[src/rtl/vlfs_pkg.sv]
// Package: shared types and constants for the video line/field sync tracker
`timescale 1ns / 1ps
package vlfs_pkg;

  localparam int unsigned DEF_LINES_PER_FRAME  = 625;
  localparam int unsigned DEF_VSYNC_LINE_COUNT = 5;

  localparam logic [2:0] REG_SYNC_LEVEL   = 3'd0;
  localparam logic [2:0] REG_LINE_LENGTH  = 3'd1;
  localparam logic [2:0] REG_LINE_FRAC    = 3'd2;
  localparam logic [2:0] REG_TIP_LENGTH   = 3'd3;
  localparam logic [2:0] REG_FWIN_START   = 3'd4;
  localparam logic [2:0] REG_FWIN_END     = 3'd5;
  localparam logic [2:0] REG_VWIN_SHIFT   = 3'd6;
  localparam logic [2:0] REG_SYNC_ENABLES = 3'd7;

  localparam int unsigned DIV_STEPS = 24;

  // divide by five: floor(a * RECIP5 / 2^22) is exact for a below 2^22
  localparam logic [19:0] RECIP5 = 20'd838861;

  typedef struct packed {
    logic start;
    logic div_step;
    logic err_load;
    logic steer;
    logic finish;
  } vlfs_cmd_t;

  typedef struct packed {
    logic edge_hit;
  } vlfs_status_t;

endpackage

[src/rtl/vlfs_ctrl.sv]
// Controller: sequences acceptance, edge division and result hand-off
`timescale 1ns / 1ps
module vlfs_ctrl
  import vlfs_pkg::*;
(
  input  logic         clk,
  input  logic         rst,
  input  logic         in_valid,
  output logic         in_ready,
  output logic         out_valid,
  input  logic         out_ready,
  input  vlfs_status_t status,
  output vlfs_cmd_t    cmd
);

  typedef enum logic [5:0] {
    ST_IDLE  = 6'b000001,
    ST_DIV   = 6'b000010,
    ST_ERR   = 6'b000100,
    ST_STEER = 6'b001000,
    ST_LINE  = 6'b010000,
    ST_OUT   = 6'b100000
  } state_t;

  state_t state, state_next;
  logic [4:0] count, count_next;

  assign in_ready = (state == ST_IDLE);
  assign out_valid = (state == ST_OUT);

  always_comb begin
    state_next = state;
    count_next = count;
    cmd = '0;
    case (state)
      ST_IDLE: begin
        if (in_valid) begin
          cmd.start = 1'b1;
          state_next = ST_DIV;
          count_next = '0;
        end
      end
      ST_DIV: begin
        if (!status.edge_hit) begin
          state_next = ST_ERR;
        end else begin
          cmd.div_step = 1'b1;
          count_next = count + 5'd1;
          if (count == 5'(DIV_STEPS - 1)) state_next = ST_ERR;
        end
      end
      ST_ERR: begin
        cmd.err_load = 1'b1;
        state_next = ST_STEER;
      end
      ST_STEER: begin
        cmd.steer = 1'b1;
        state_next = ST_LINE;
      end
      ST_LINE: begin
        cmd.finish = 1'b1;
        state_next = ST_OUT;
      end
      ST_OUT: begin
        if (out_ready) state_next = ST_IDLE;
      end
      default: state_next = ST_IDLE;
    endcase
  end

  always_ff @(posedge clk) begin
    if (rst) begin
      state <= ST_IDLE;
      count <= '0;
    end else begin
      state <= state_next;
      count <= count_next;
    end
  end

endmodule

[src/rtl/vlfs_datapath.sv]
// Datapath: edge division, phase steering, window counters and line/field state
`timescale 1ns / 1ps
module vlfs_datapath
  import vlfs_pkg::*;
#(
  parameter int unsigned LINES_PER_FRAME  = DEF_LINES_PER_FRAME,
  parameter int unsigned VSYNC_LINE_COUNT = DEF_VSYNC_LINE_COUNT
) (
  input  logic                clk,
  input  logic                rst,
  input  logic                cfg_en,
  input  logic [2:0]          cfg_index,
  input  logic [15:0]         cfg_data,
  input  logic signed [15:0]  sample_in,
  input  vlfs_cmd_t           cmd,
  output vlfs_status_t        status,
  output logic [31:0]         result
);

  logic signed [15:0] sync_level;
  logic [11:0] line_length;
  logic [7:0]  line_frac;
  logic [9:0]  tip_length;
  logic [11:0] fwin_start, fwin_end;
  logic [10:0] vwin_shift;
  logic [1:0]  sync_enables;

  logic signed [15:0] previous_sample, cur;
  logic [11:0] since_edge;
  logic signed [12:0] offset_whole;
  logic signed [8:0]  offset_fraction;
  logic signed [20:0] pending_shift;
  logic signed [20:0] err_q;
  logic [2:0]  large_errors;
  logic [11:0] field_low, vsync_low;
  logic [9:0]  line_counter;
  logic        field_flag, phase_flag;
  logic        edge_hit;

  logic [23:0] quo;
  logic [17:0] divisor;
  logic [24:0] rem;
  logic        neg_num;
  logic line_end_r, frame_ready_r, found_r;

  logic [24:0] rem_shift;
  logic [25:0] rem_trial;
  assign rem_shift = {rem[23:0], quo[23]};
  assign rem_trial = {1'b0, rem_shift} - {8'd0, divisor};

  logic signed [17:0] ds_diff;
  logic signed [17:0] edge_gap;
  assign ds_diff = 18'(sample_in) - 18'(sync_level);
  assign edge_gap = 18'(signed'({1'b0, since_edge})) - 18'(signed'({6'd0, line_length}))
                    + 18'(signed'({8'd0, tip_length}));

  always_ff @(posedge clk) begin
    if (rst) begin
      sync_level <= '0; line_length <= 12'd1024; line_frac <= '0; tip_length <= 10'd75;
      fwin_start <= '0; fwin_end <= '0; vwin_shift <= 11'd512; sync_enables <= 2'd3;
    end else if (cfg_en) begin
      case (cfg_index)
        REG_SYNC_LEVEL:   sync_level <= cfg_data;
        REG_LINE_LENGTH:  line_length <= cfg_data[11:0];
        REG_LINE_FRAC:    line_frac <= cfg_data[7:0];
        REG_TIP_LENGTH:   tip_length <= cfg_data[9:0];
        REG_FWIN_START:   fwin_start <= cfg_data[11:0];
        REG_FWIN_END:     fwin_end <= cfg_data[11:0];
        REG_VWIN_SHIFT:   vwin_shift <= cfg_data[10:0];
        REG_SYNC_ENABLES: sync_enables <= cfg_data[1:0];
        default: ;
      endcase
    end
  end

  // edge error: wrap once by the line length, then saturate
  logic signed [8:0]  frac_s;
  logic signed [23:0] err0, err1, half, lw;
  logic signed [20:0] errc;

  always_comb begin
    frac_s = neg_num ? -$signed({1'b0, quo[7:0]}) : $signed({1'b0, quo[7:0]});
    err0 = -(24'($signed({offset_whole, 8'd0})) + 24'(offset_fraction)) - 24'(frac_s);
    half = 24'($signed({1'b0, line_length[11:1], 8'd0}));
    lw = 24'($signed({1'b0, line_length, 8'd0}));
    err1 = err0;
    if (err0 > half) err1 = err0 - lw;
    else if (err0 < -half) err1 = err0 + lw;
    if (err1 > 24'sd1048575) errc = {1'b0, {20{1'b1}}};
    else if (err1 < -24'sd1048576) errc = {1'b1, 20'd0};
    else errc = err1[20:0];
  end

  // steering: damp by one fifth or jump after repeated large errors
  logic [20:0] abs_err;
  logic [40:0] prod5;
  logic [20:0] mag5;
  logic signed [20:0] shift5, ps_steer;
  logic [2:0] le_next, le_inc;
  logic [11:0] se_next;

  always_comb begin
    abs_err = err_q[20] ? 21'(-err_q) : 21'(err_q);
    prod5 = 41'(abs_err) * 41'(RECIP5);
    mag5 = {2'b00, prod5[40:22]};
    shift5 = err_q[20] ? -$signed(mag5) : $signed(mag5);
    ps_steer = pending_shift;
    le_next = large_errors;
    se_next = since_edge;
    le_inc = large_errors + 3'd1;
    if (sync_enables[0]) begin
      if (edge_hit) begin
        if (abs_err > 21'({tip_length, 8'd0})) begin
          le_next = le_inc;
          if (le_inc >= 3'd4) begin
            ps_steer = err_q;
            le_next = '0;
          end
        end else begin
          ps_steer = shift5;
          le_next = '0;
        end
        se_next = '0;
      end else if (since_edge != 12'hFFF) begin
        se_next = since_edge + 12'd1;
      end
    end
  end

  // line stage
  logic signed [23:0] nv, nvc;
  logic signed [13:0] ow_inc;
  logic signed [12:0] ow_fin;
  logic line_done;
  logic [12:0] len;
  logic signed [14:0] owx, fs, fe, fsh, feh;
  logic [11:0] fl_next, vl_next;
  logic [9:0] lc1, lc_fin;
  logic ff_fin, fr;
  logic signed [8:0] of_fin;
  logic low;

  always_comb begin
    ow_inc = 14'(offset_whole) + 14'sd1;
    line_done = ow_inc >= $signed({2'b00, line_length});
    low = cur < sync_level;
    owx = 15'(ow_inc);
    fs = 15'(signed'({1'b0, fwin_start}));
    fe = 15'(signed'({1'b0, fwin_end}));
    fsh = fs + 15'(signed'({1'b0, vwin_shift}));
    feh = fe + 15'(signed'({1'b0, vwin_shift}));
    fl_next = field_low;
    vl_next = vsync_low;
    if (sync_enables[1]) begin
      if (low && owx > fs && owx < fe && field_low != 12'hFFF) fl_next = field_low + 12'd1;
      if (low && owx > fsh && owx < feh && vsync_low != 12'hFFF) vl_next = vsync_low + 12'd1;
    end
    len = (fwin_end >= fwin_start) ? 13'(fwin_end - fwin_start) : 13'd0;
    nv = 24'(pending_shift) + 24'(offset_fraction) - 24'($signed({1'b0, line_frac}));
    if (nv > 24'sd1048575) nvc = 24'sd1048575;
    else if (nv < -24'sd1048575) nvc = -24'sd1048575;
    else nvc = nv;
    ow_fin = 13'(ow_inc);
    of_fin = offset_fraction;
    lc_fin = line_counter;
    ff_fin = field_flag;
    fr = 1'b0;
    lc1 = line_counter + 10'd1;
    if (line_done) begin
      ow_fin = 13'(nvc / 256);
      of_fin = 9'(nvc % 256);
      lc_fin = lc1;
      if (lc1 == 10'(VSYNC_LINE_COUNT + 3) && !field_flag) fr = 1'b1;
      if (sync_enables[1] && 13'(vl_next) > (len >> 1) &&
          (lc1 < 10'd3 || lc1 > 10'(VSYNC_LINE_COUNT + 1))) begin
        if (15'(fl_next) > 15'((15'(len) * 15'd3) >> 2)) ff_fin = 1'b0;
        else if (13'(fl_next) < (len >> 2)) ff_fin = 1'b1;
        lc_fin = 10'd2;
      end
      fl_next = '0;
      vl_next = '0;
      if (11'(lc_fin) > 11'(LINES_PER_FRAME / 2) + 11'(ff_fin)) begin
        lc_fin = 10'd1;
        ff_fin = ~ff_fin;
      end
    end
  end

  assign status.edge_hit = edge_hit;

  always_ff @(posedge clk) begin
    if (rst) begin
      previous_sample <= '0; since_edge <= '0; offset_whole <= '0; offset_fraction <= '0;
      pending_shift <= '0; large_errors <= '0; field_low <= '0; vsync_low <= '0;
      line_counter <= '0; field_flag <= 1'b0; phase_flag <= 1'b0; err_q <= '0;
      line_end_r <= 1'b0; frame_ready_r <= 1'b0; found_r <= 1'b0; edge_hit <= 1'b0;
    end else begin
      if (cmd.start) begin
        cur <= sample_in;
        edge_hit <= sync_enables[0] && previous_sample >= sync_level &&
                    sample_in < sync_level && edge_gap > 18'sd0;
        neg_num <= ds_diff < 0;
        quo <= {(ds_diff < 0 ? 16'(-ds_diff) : 16'(ds_diff)), 8'd0};
        divisor <= 18'(previous_sample) - 18'(sample_in);
        rem <= '0;
      end
      if (cmd.div_step) begin
        if (!rem_trial[25]) begin
          rem <= rem_trial[24:0];
          quo <= {quo[22:0], 1'b1};
        end else begin
          rem <= rem_shift;
          quo <= {quo[22:0], 1'b0};
        end
      end
      if (cmd.err_load) err_q <= errc;
      if (cmd.steer) begin
        since_edge <= se_next; large_errors <= le_next; pending_shift <= ps_steer;
      end
      if (cmd.finish) begin
        offset_whole <= ow_fin; offset_fraction <= of_fin;
        field_low <= fl_next; vsync_low <= vl_next;
        line_counter <= lc_fin; field_flag <= ff_fin;
        line_end_r <= line_done;
        if (line_done) begin
          pending_shift <= '0;
          phase_flag <= ~phase_flag;
        end
        frame_ready_r <= fr;
        found_r <= sync_enables[0] && edge_hit;
        previous_sample <= cur;
      end
    end
  end

  assign result = {4'd0, offset_whole, found_r, phase_flag, frame_ready_r, field_flag,
                   line_counter, line_end_r};

endmodule

[src/rtl/video_line_field_sync_tracker.sv]
// Top level: video line and field sync tracker
`timescale 1ns / 1ps
// Usage:
//   s_axis carries one signed Q2.13 video sample per request in tdata[15:0].
//   m_axis returns one result per sample in tdata[27:0]:
//     line_end, line_number[9:0], field_number, frame_ready, chroma_invert,
//     sync_found, line_offset[12:0], lowest bit first.
//   Configuration: cfg_en/cfg_index/cfg_data write one register per cycle;
//   write only while the block is idle.
// Timing:
//   A sample without a sync edge passes through DIV, ERR, STEER and LINE to result valid.
//   A sample with a falling sync edge runs a restoring divider, one quotient
//   bit per cycle for 24 bits, before the ERR, STEER and LINE states.
//   One sample is in flight at a time; the next is taken once the result leaves.
// Reset: rst clears all tracking state and loads register defaults.
// Stall: while m_axis_tready is low the result holds and s_axis_tready stays low.
module video_line_field_sync_tracker
  import vlfs_pkg::*;
#(
  parameter int unsigned LINES_PER_FRAME  = DEF_LINES_PER_FRAME,
  parameter int unsigned VSYNC_LINE_COUNT = DEF_VSYNC_LINE_COUNT
) (
  input  logic        clk,
  input  logic        rst,
  input  logic        s_axis_tvalid,
  output logic        s_axis_tready,
  input  logic [15:0] s_axis_tdata,   // sample[15:0]
  output logic        m_axis_tvalid,
  input  logic        m_axis_tready,
  output logic [31:0] m_axis_tdata,   // line_end, line_number, field_number, frame_ready,
                                      // chroma_invert, sync_found, line_offset
  input  logic        cfg_en,
  input  logic [2:0]  cfg_index,
  input  logic [15:0] cfg_data
);

  vlfs_cmd_t    cmd;
  vlfs_status_t status;

  vlfs_ctrl u_ctrl (
    .clk(clk), .rst(rst),
    .in_valid(s_axis_tvalid), .in_ready(s_axis_tready),
    .out_valid(m_axis_tvalid), .out_ready(m_axis_tready),
    .status(status), .cmd(cmd)
  );

  vlfs_datapath #(
    .LINES_PER_FRAME(LINES_PER_FRAME), .VSYNC_LINE_COUNT(VSYNC_LINE_COUNT)
  ) u_dp (
    .clk(clk), .rst(rst),
    .cfg_en(cfg_en), .cfg_index(cfg_index), .cfg_data(cfg_data),
    .sample_in(s_axis_tdata), .cmd(cmd), .status(status), .result(m_axis_tdata)
  );

endmodule
[config.mk]
export PLATFORM = sky130hd
export DESIGN_NAME = video_line_field_sync_tracker
export DESIGN_NICKNAME = d
export VERILOG_FILES = /design/src/rtl/vlfs_pkg.sv /design/src/rtl/vlfs_ctrl.sv /design/src/rtl/vlfs_datapath.sv /design/src/rtl/video_line_field_sync_tracker.sv
export SDC_FILE = /design/constraint.sdc
export NUM_CORES = 2
export LEC_CHECK = 0
export BUFFER_PORTS_ARGS = -buffer_cell sky130_fd_sc_hd__buf_2
export CORE_ASPECT_RATIO = 1.5
export CORE_MARGIN = 3
export CORE_UTILIZATION = 40
export DETAILED_ROUTE_END_ITERATION = 7
export GPL_TIMING_DRIVEN = 0
export PLACE_DENSITY = 0.64
export SYNTH_ARGS = -nofsm -noshare
export SYNTH_HDL_FRONTEND = slang
export SYNTH_HIERARCHICAL = 1
export SYNTH_SLANG_ARGS = --single-unit
[constraint.sdc]
create_clock -name clk -period 14.35 [get_ports clk]
set_input_delay 1.435 -clock clk [delete_from_list [all_inputs] [get_ports clk]]
set_output_delay 1.435 -clock clk [all_outputs]
set_load 0.005 [all_outputs]
==> metrics <==
CTS Buffer Depth 3; Crit Path Category flip-flop to flip-flop; hold bufs inserted after CTS 0; max cap viols 0; TritonRoute pass-1 iters 5; first-pass GRT wire length ~170 mm; pwr dens 79.65 nW/um^2; Die ar. around 95000 sq um; Syn Std Cell Area 36670 sq um; cell count along the critical path 29; Layout Nets around 5300; asr flop ratio synth 0; CP max stage delay approximately 840 ps; Setup crit start u_dp/err_q[20]; Initial Util 0.4050; vias per inst ~5.6; reg2reg path depth 29; NetSw around 1.2 mW; CP Launch Type flip-flop; max-slew violations 0; Die Width around 250 um; Final Cycle Share 0.7351; flops & latches, synth about 310; number of global-route vias before repair roughly 32000; Worst Setup EP u_dp/pending_shift[17]; sequential-to-total area share from yosys stat 0.1922; root buf cell clkbuf_16; top cells by count, synth 622 x ha_1, 589 x inv_1, 384 x nand2_1; IO Pins 74; clk sinks between 300 and 400; Post-Syn Instances around 4400; PortBufs 65; Post-Place Worst Slack between 3000 and 4000 ps; Total Power ~3.2 mW; Residual DRC 0; CP max stage cell xnor2_1; TritonCTS clock tree yes; clock power share 0.281; most used flip-flop cell after synthesis dfxtp_1; gr usage total 0.2320; H-tree levels 1; Final Skew roughly 32 ps; worst hold path type flip-flop to flip-flop; cells resized by post-CTS repair 0; Initial DRC Count 1888; leakage between 15 and 20 nW; Final WS setup roughly 3800 ps; post-route setup TNS 0 ps; grt total ovfl 0; Hold Fails Final Rpt 0; vias post-DR between 30000 and 40000; YS warnings 6; # setup viols final 0; CP delay by family, top adder cells; worst skew pair latency ~620 ps; Data arrival, critical path 11080 ps; Gate power share 0.413; Reg clk slew, reported paths roughly 70 ps; total CTS buffers 30; crit path capture type flip-flop; WL final 112.3 mm; critical path required time between 10000 and 15000 ps; RSZ-0062 raised after global routing false; Rows 135; Int Power 1.936 mW; Antenna Nets Post-Route 0; antenna violations before repair 4; cell taking the most area after synthesis ha_1; Slew @ Worst Pin roughly 1200 ps; result of the run complete, no violations; Max FO, Critical Path 10; most frequent cell after synthesis ha_1; CP bufs+invs 7; RR Endpoint u_dp/pending_shift[17]; reg2reg setup slack around 3800 ps; HPWL Detailed 92.42 mm; Syn Area/Cell 8.371 sq um; Peak Freq about 0.095 GHz; post-CTS setup buffer count 0; core box area 90540 sq um; Top cell by count, worst path fa_1; Seq pwr share 0.306; Avg WL per Cell ~20 um; Placer Congestion just under 1; top cells by area, synth ha_1 21%, dfxtp_1 13%, fa_1 9.3%, edfxtp_1 6.7%, inv_1 6.0%; Die H ~380 um; RR Startpoint u_dp/err_q[20]; Peak supply drop approximately 90 uV; EDFF count, synth 82; synth-to-layout area growth 8.043%; sw frac 0.3863; Yosys top cell area share 0.2123; share of post-route cells with drive strength above 1 0.04639; relative slew slack 0.1646; Synth cell types between 100 and 150; crit path time final about 11000 ps; largest net degree at the start of global routing 31
-- flip-flops by register name, indices dropped and copies added (netlist names), 11 cells and up --
signal / flops
u_dp/cur: 16
u_dp/divisor: 17
u_dp/err_q: 21
u_dp/field_low: 12
u_dp/fwin_end: 12
u_dp/fwin_start: 12
u_dp/line_length: 12
u_dp/offset_whole: 13
u_dp/pending_shift: 21
u_dp/previous_sample: 16
u_dp/quo: 24
u_dp/rem: 24
u_dp/since_edge: 12
u_dp/sync_level: 16
u_dp/vsync_low: 12
u_dp/vwin_shift: 11
-- routing by layer --
metal,wire [um],part of all wire,GRT usage
met1,41690,0.37,0.2386
met2,57330,0.51,0.4351
met3,3992,0.036,0.02103
met4,9312,0.083,0.1698
met5,9,0.000080,0
-- metrics by stage --
| stage | instance area, sq um | instances | utilization | hold WS [ps] |
|---|---|---|---|---|
| after detailed placement | 38530 | 5615 | 0.4256 | 448.0 |
| final | 39610 | 5673 | 0.4375 | 456.0 |
| after global placement | 38460 | 5612 | 0.4248 | 444.1 |
| after CTS | 39600 | 5669 | 0.4374 | 456.8 |
| after global routing | 39610 | 5671 | 0.4375 | 473.4 |
| after floorplan | 36680 | 4383 | - | 432.3 |
-- cells in the final DEF, fill, tap and decap left out, types with 19 or more instances in the layout --
| master | n |
|---|---|
| a211oi_1 | 30 |
| a21o_1 | 85 |
| a21oi_1 | 327 |
| a221o_1 | 29 |
| a31oi_1 | 34 |
| and2_1 | 23 |
| and3_1 | 31 |
| buf_2 | 72 |
| clkbuf_1 | 104 |
| clkbuf_16 | 32 |
| dfxtp_1 | 229 |
| edfxtp_1 | 82 |
| fa_1 | 170 |
| ha_1 | 622 |
| inv_1 | 589 |
| mux2i_1 | 50 |
| nand2_1 | 384 |
| nand2b_1 | 50 |
| nand3_1 | 97 |
| nand4_1 | 51 |
| nor2_1 | 254 |
| nor2b_1 | 67 |
| nor3_1 | 66 |
| nor4_1 | 25 |
| o211ai_1 | 32 |
| o21a_1 | 37 |
| o21ai_0 | 175 |
| o21bai_1 | 35 |
| o31ai_1 | 39 |
| or3_1 | 26 |
| or4_1 | 19 |
| xnor2_1 | 173 |
| xor2_1 | 112 |
-- power groups by stage --
stage / Combinational (mW) / Sequential (mW) / Clock [mW]
2_1_floorplan: 0.935 / 0.978 / 0
3_3_place_gp: 1.26 / 0.989 / 0
3_5_place_dp: 1.28 / 0.986 / 0
4_1_cts: 1.29 / 0.967 / 0.904
5_1_grt: 1.45 / 0.970 / 0.933
6_report: 1.30 / 0.967 / 0.886
-- cell type report --
| class | instances | area, sq um |
|---|---|---|
| Clock inverter | 13 | 183.9 |
| Clock buffer | 41 | 885.9 |
| Timing Repair Buffer | 68 | 380.4 |
| Inverter | 596 | 2237 |
| Tap cell | 1164 | 1456 |
| Multi-Input combinational cell | 3343 | 26840 |
| Antenna cell | 4 | 10.01 |
| Sequential cell | 311 | 7047 |
| Fill cell | 9126 | 50920 |
| Buffer | 133 | 570.5 |
-- worst min-delay path by stage --
stage | from | endpoint | slack [ps] | cells after the start
4_1_cts | u_dp/sync_level[15] | u_dp/sync_level[15] | 460 | 2
5_1_grt | u_dp/sync_level[6] | u_dp/sync_level[6] | 470 | 2
6_report | u_dp/sync_level[15] | u_dp/sync_level[15] | 460 | 2
3_3_place_gp | u_dp/found_r | u_dp/found_r | 440 | 2
2_1_floorplan | u_dp/found_r | u_dp/found_r | 430 | 2
3_5_place_dp | u_dp/sync_level[15] | u_dp/sync_level[15] | 450 | 2
-- kinds of logic after synthesis --
kind of cell / Yosys count / share of synthesized area
and+or+nand+nor: 1175 / 0.1568
AOI/OAI and AO/OA: 1023 / 0.1829
adders and majority gates: 792 / 0.3051
buffers and inverters: 729 / 0.07658
DFF: 311 / 0.1922
xor gates and xnor gates: 287 / 0.06897
muxes: 62 / 0.01734
other: 1 / 0.0001023
-- worst min-delay path, cell delays in order, from the launching register on --
cell     delay, ps
dfxtp_1        310
nand2_1         50
a21oi_1         50
(Power assumes the default switching activity.)
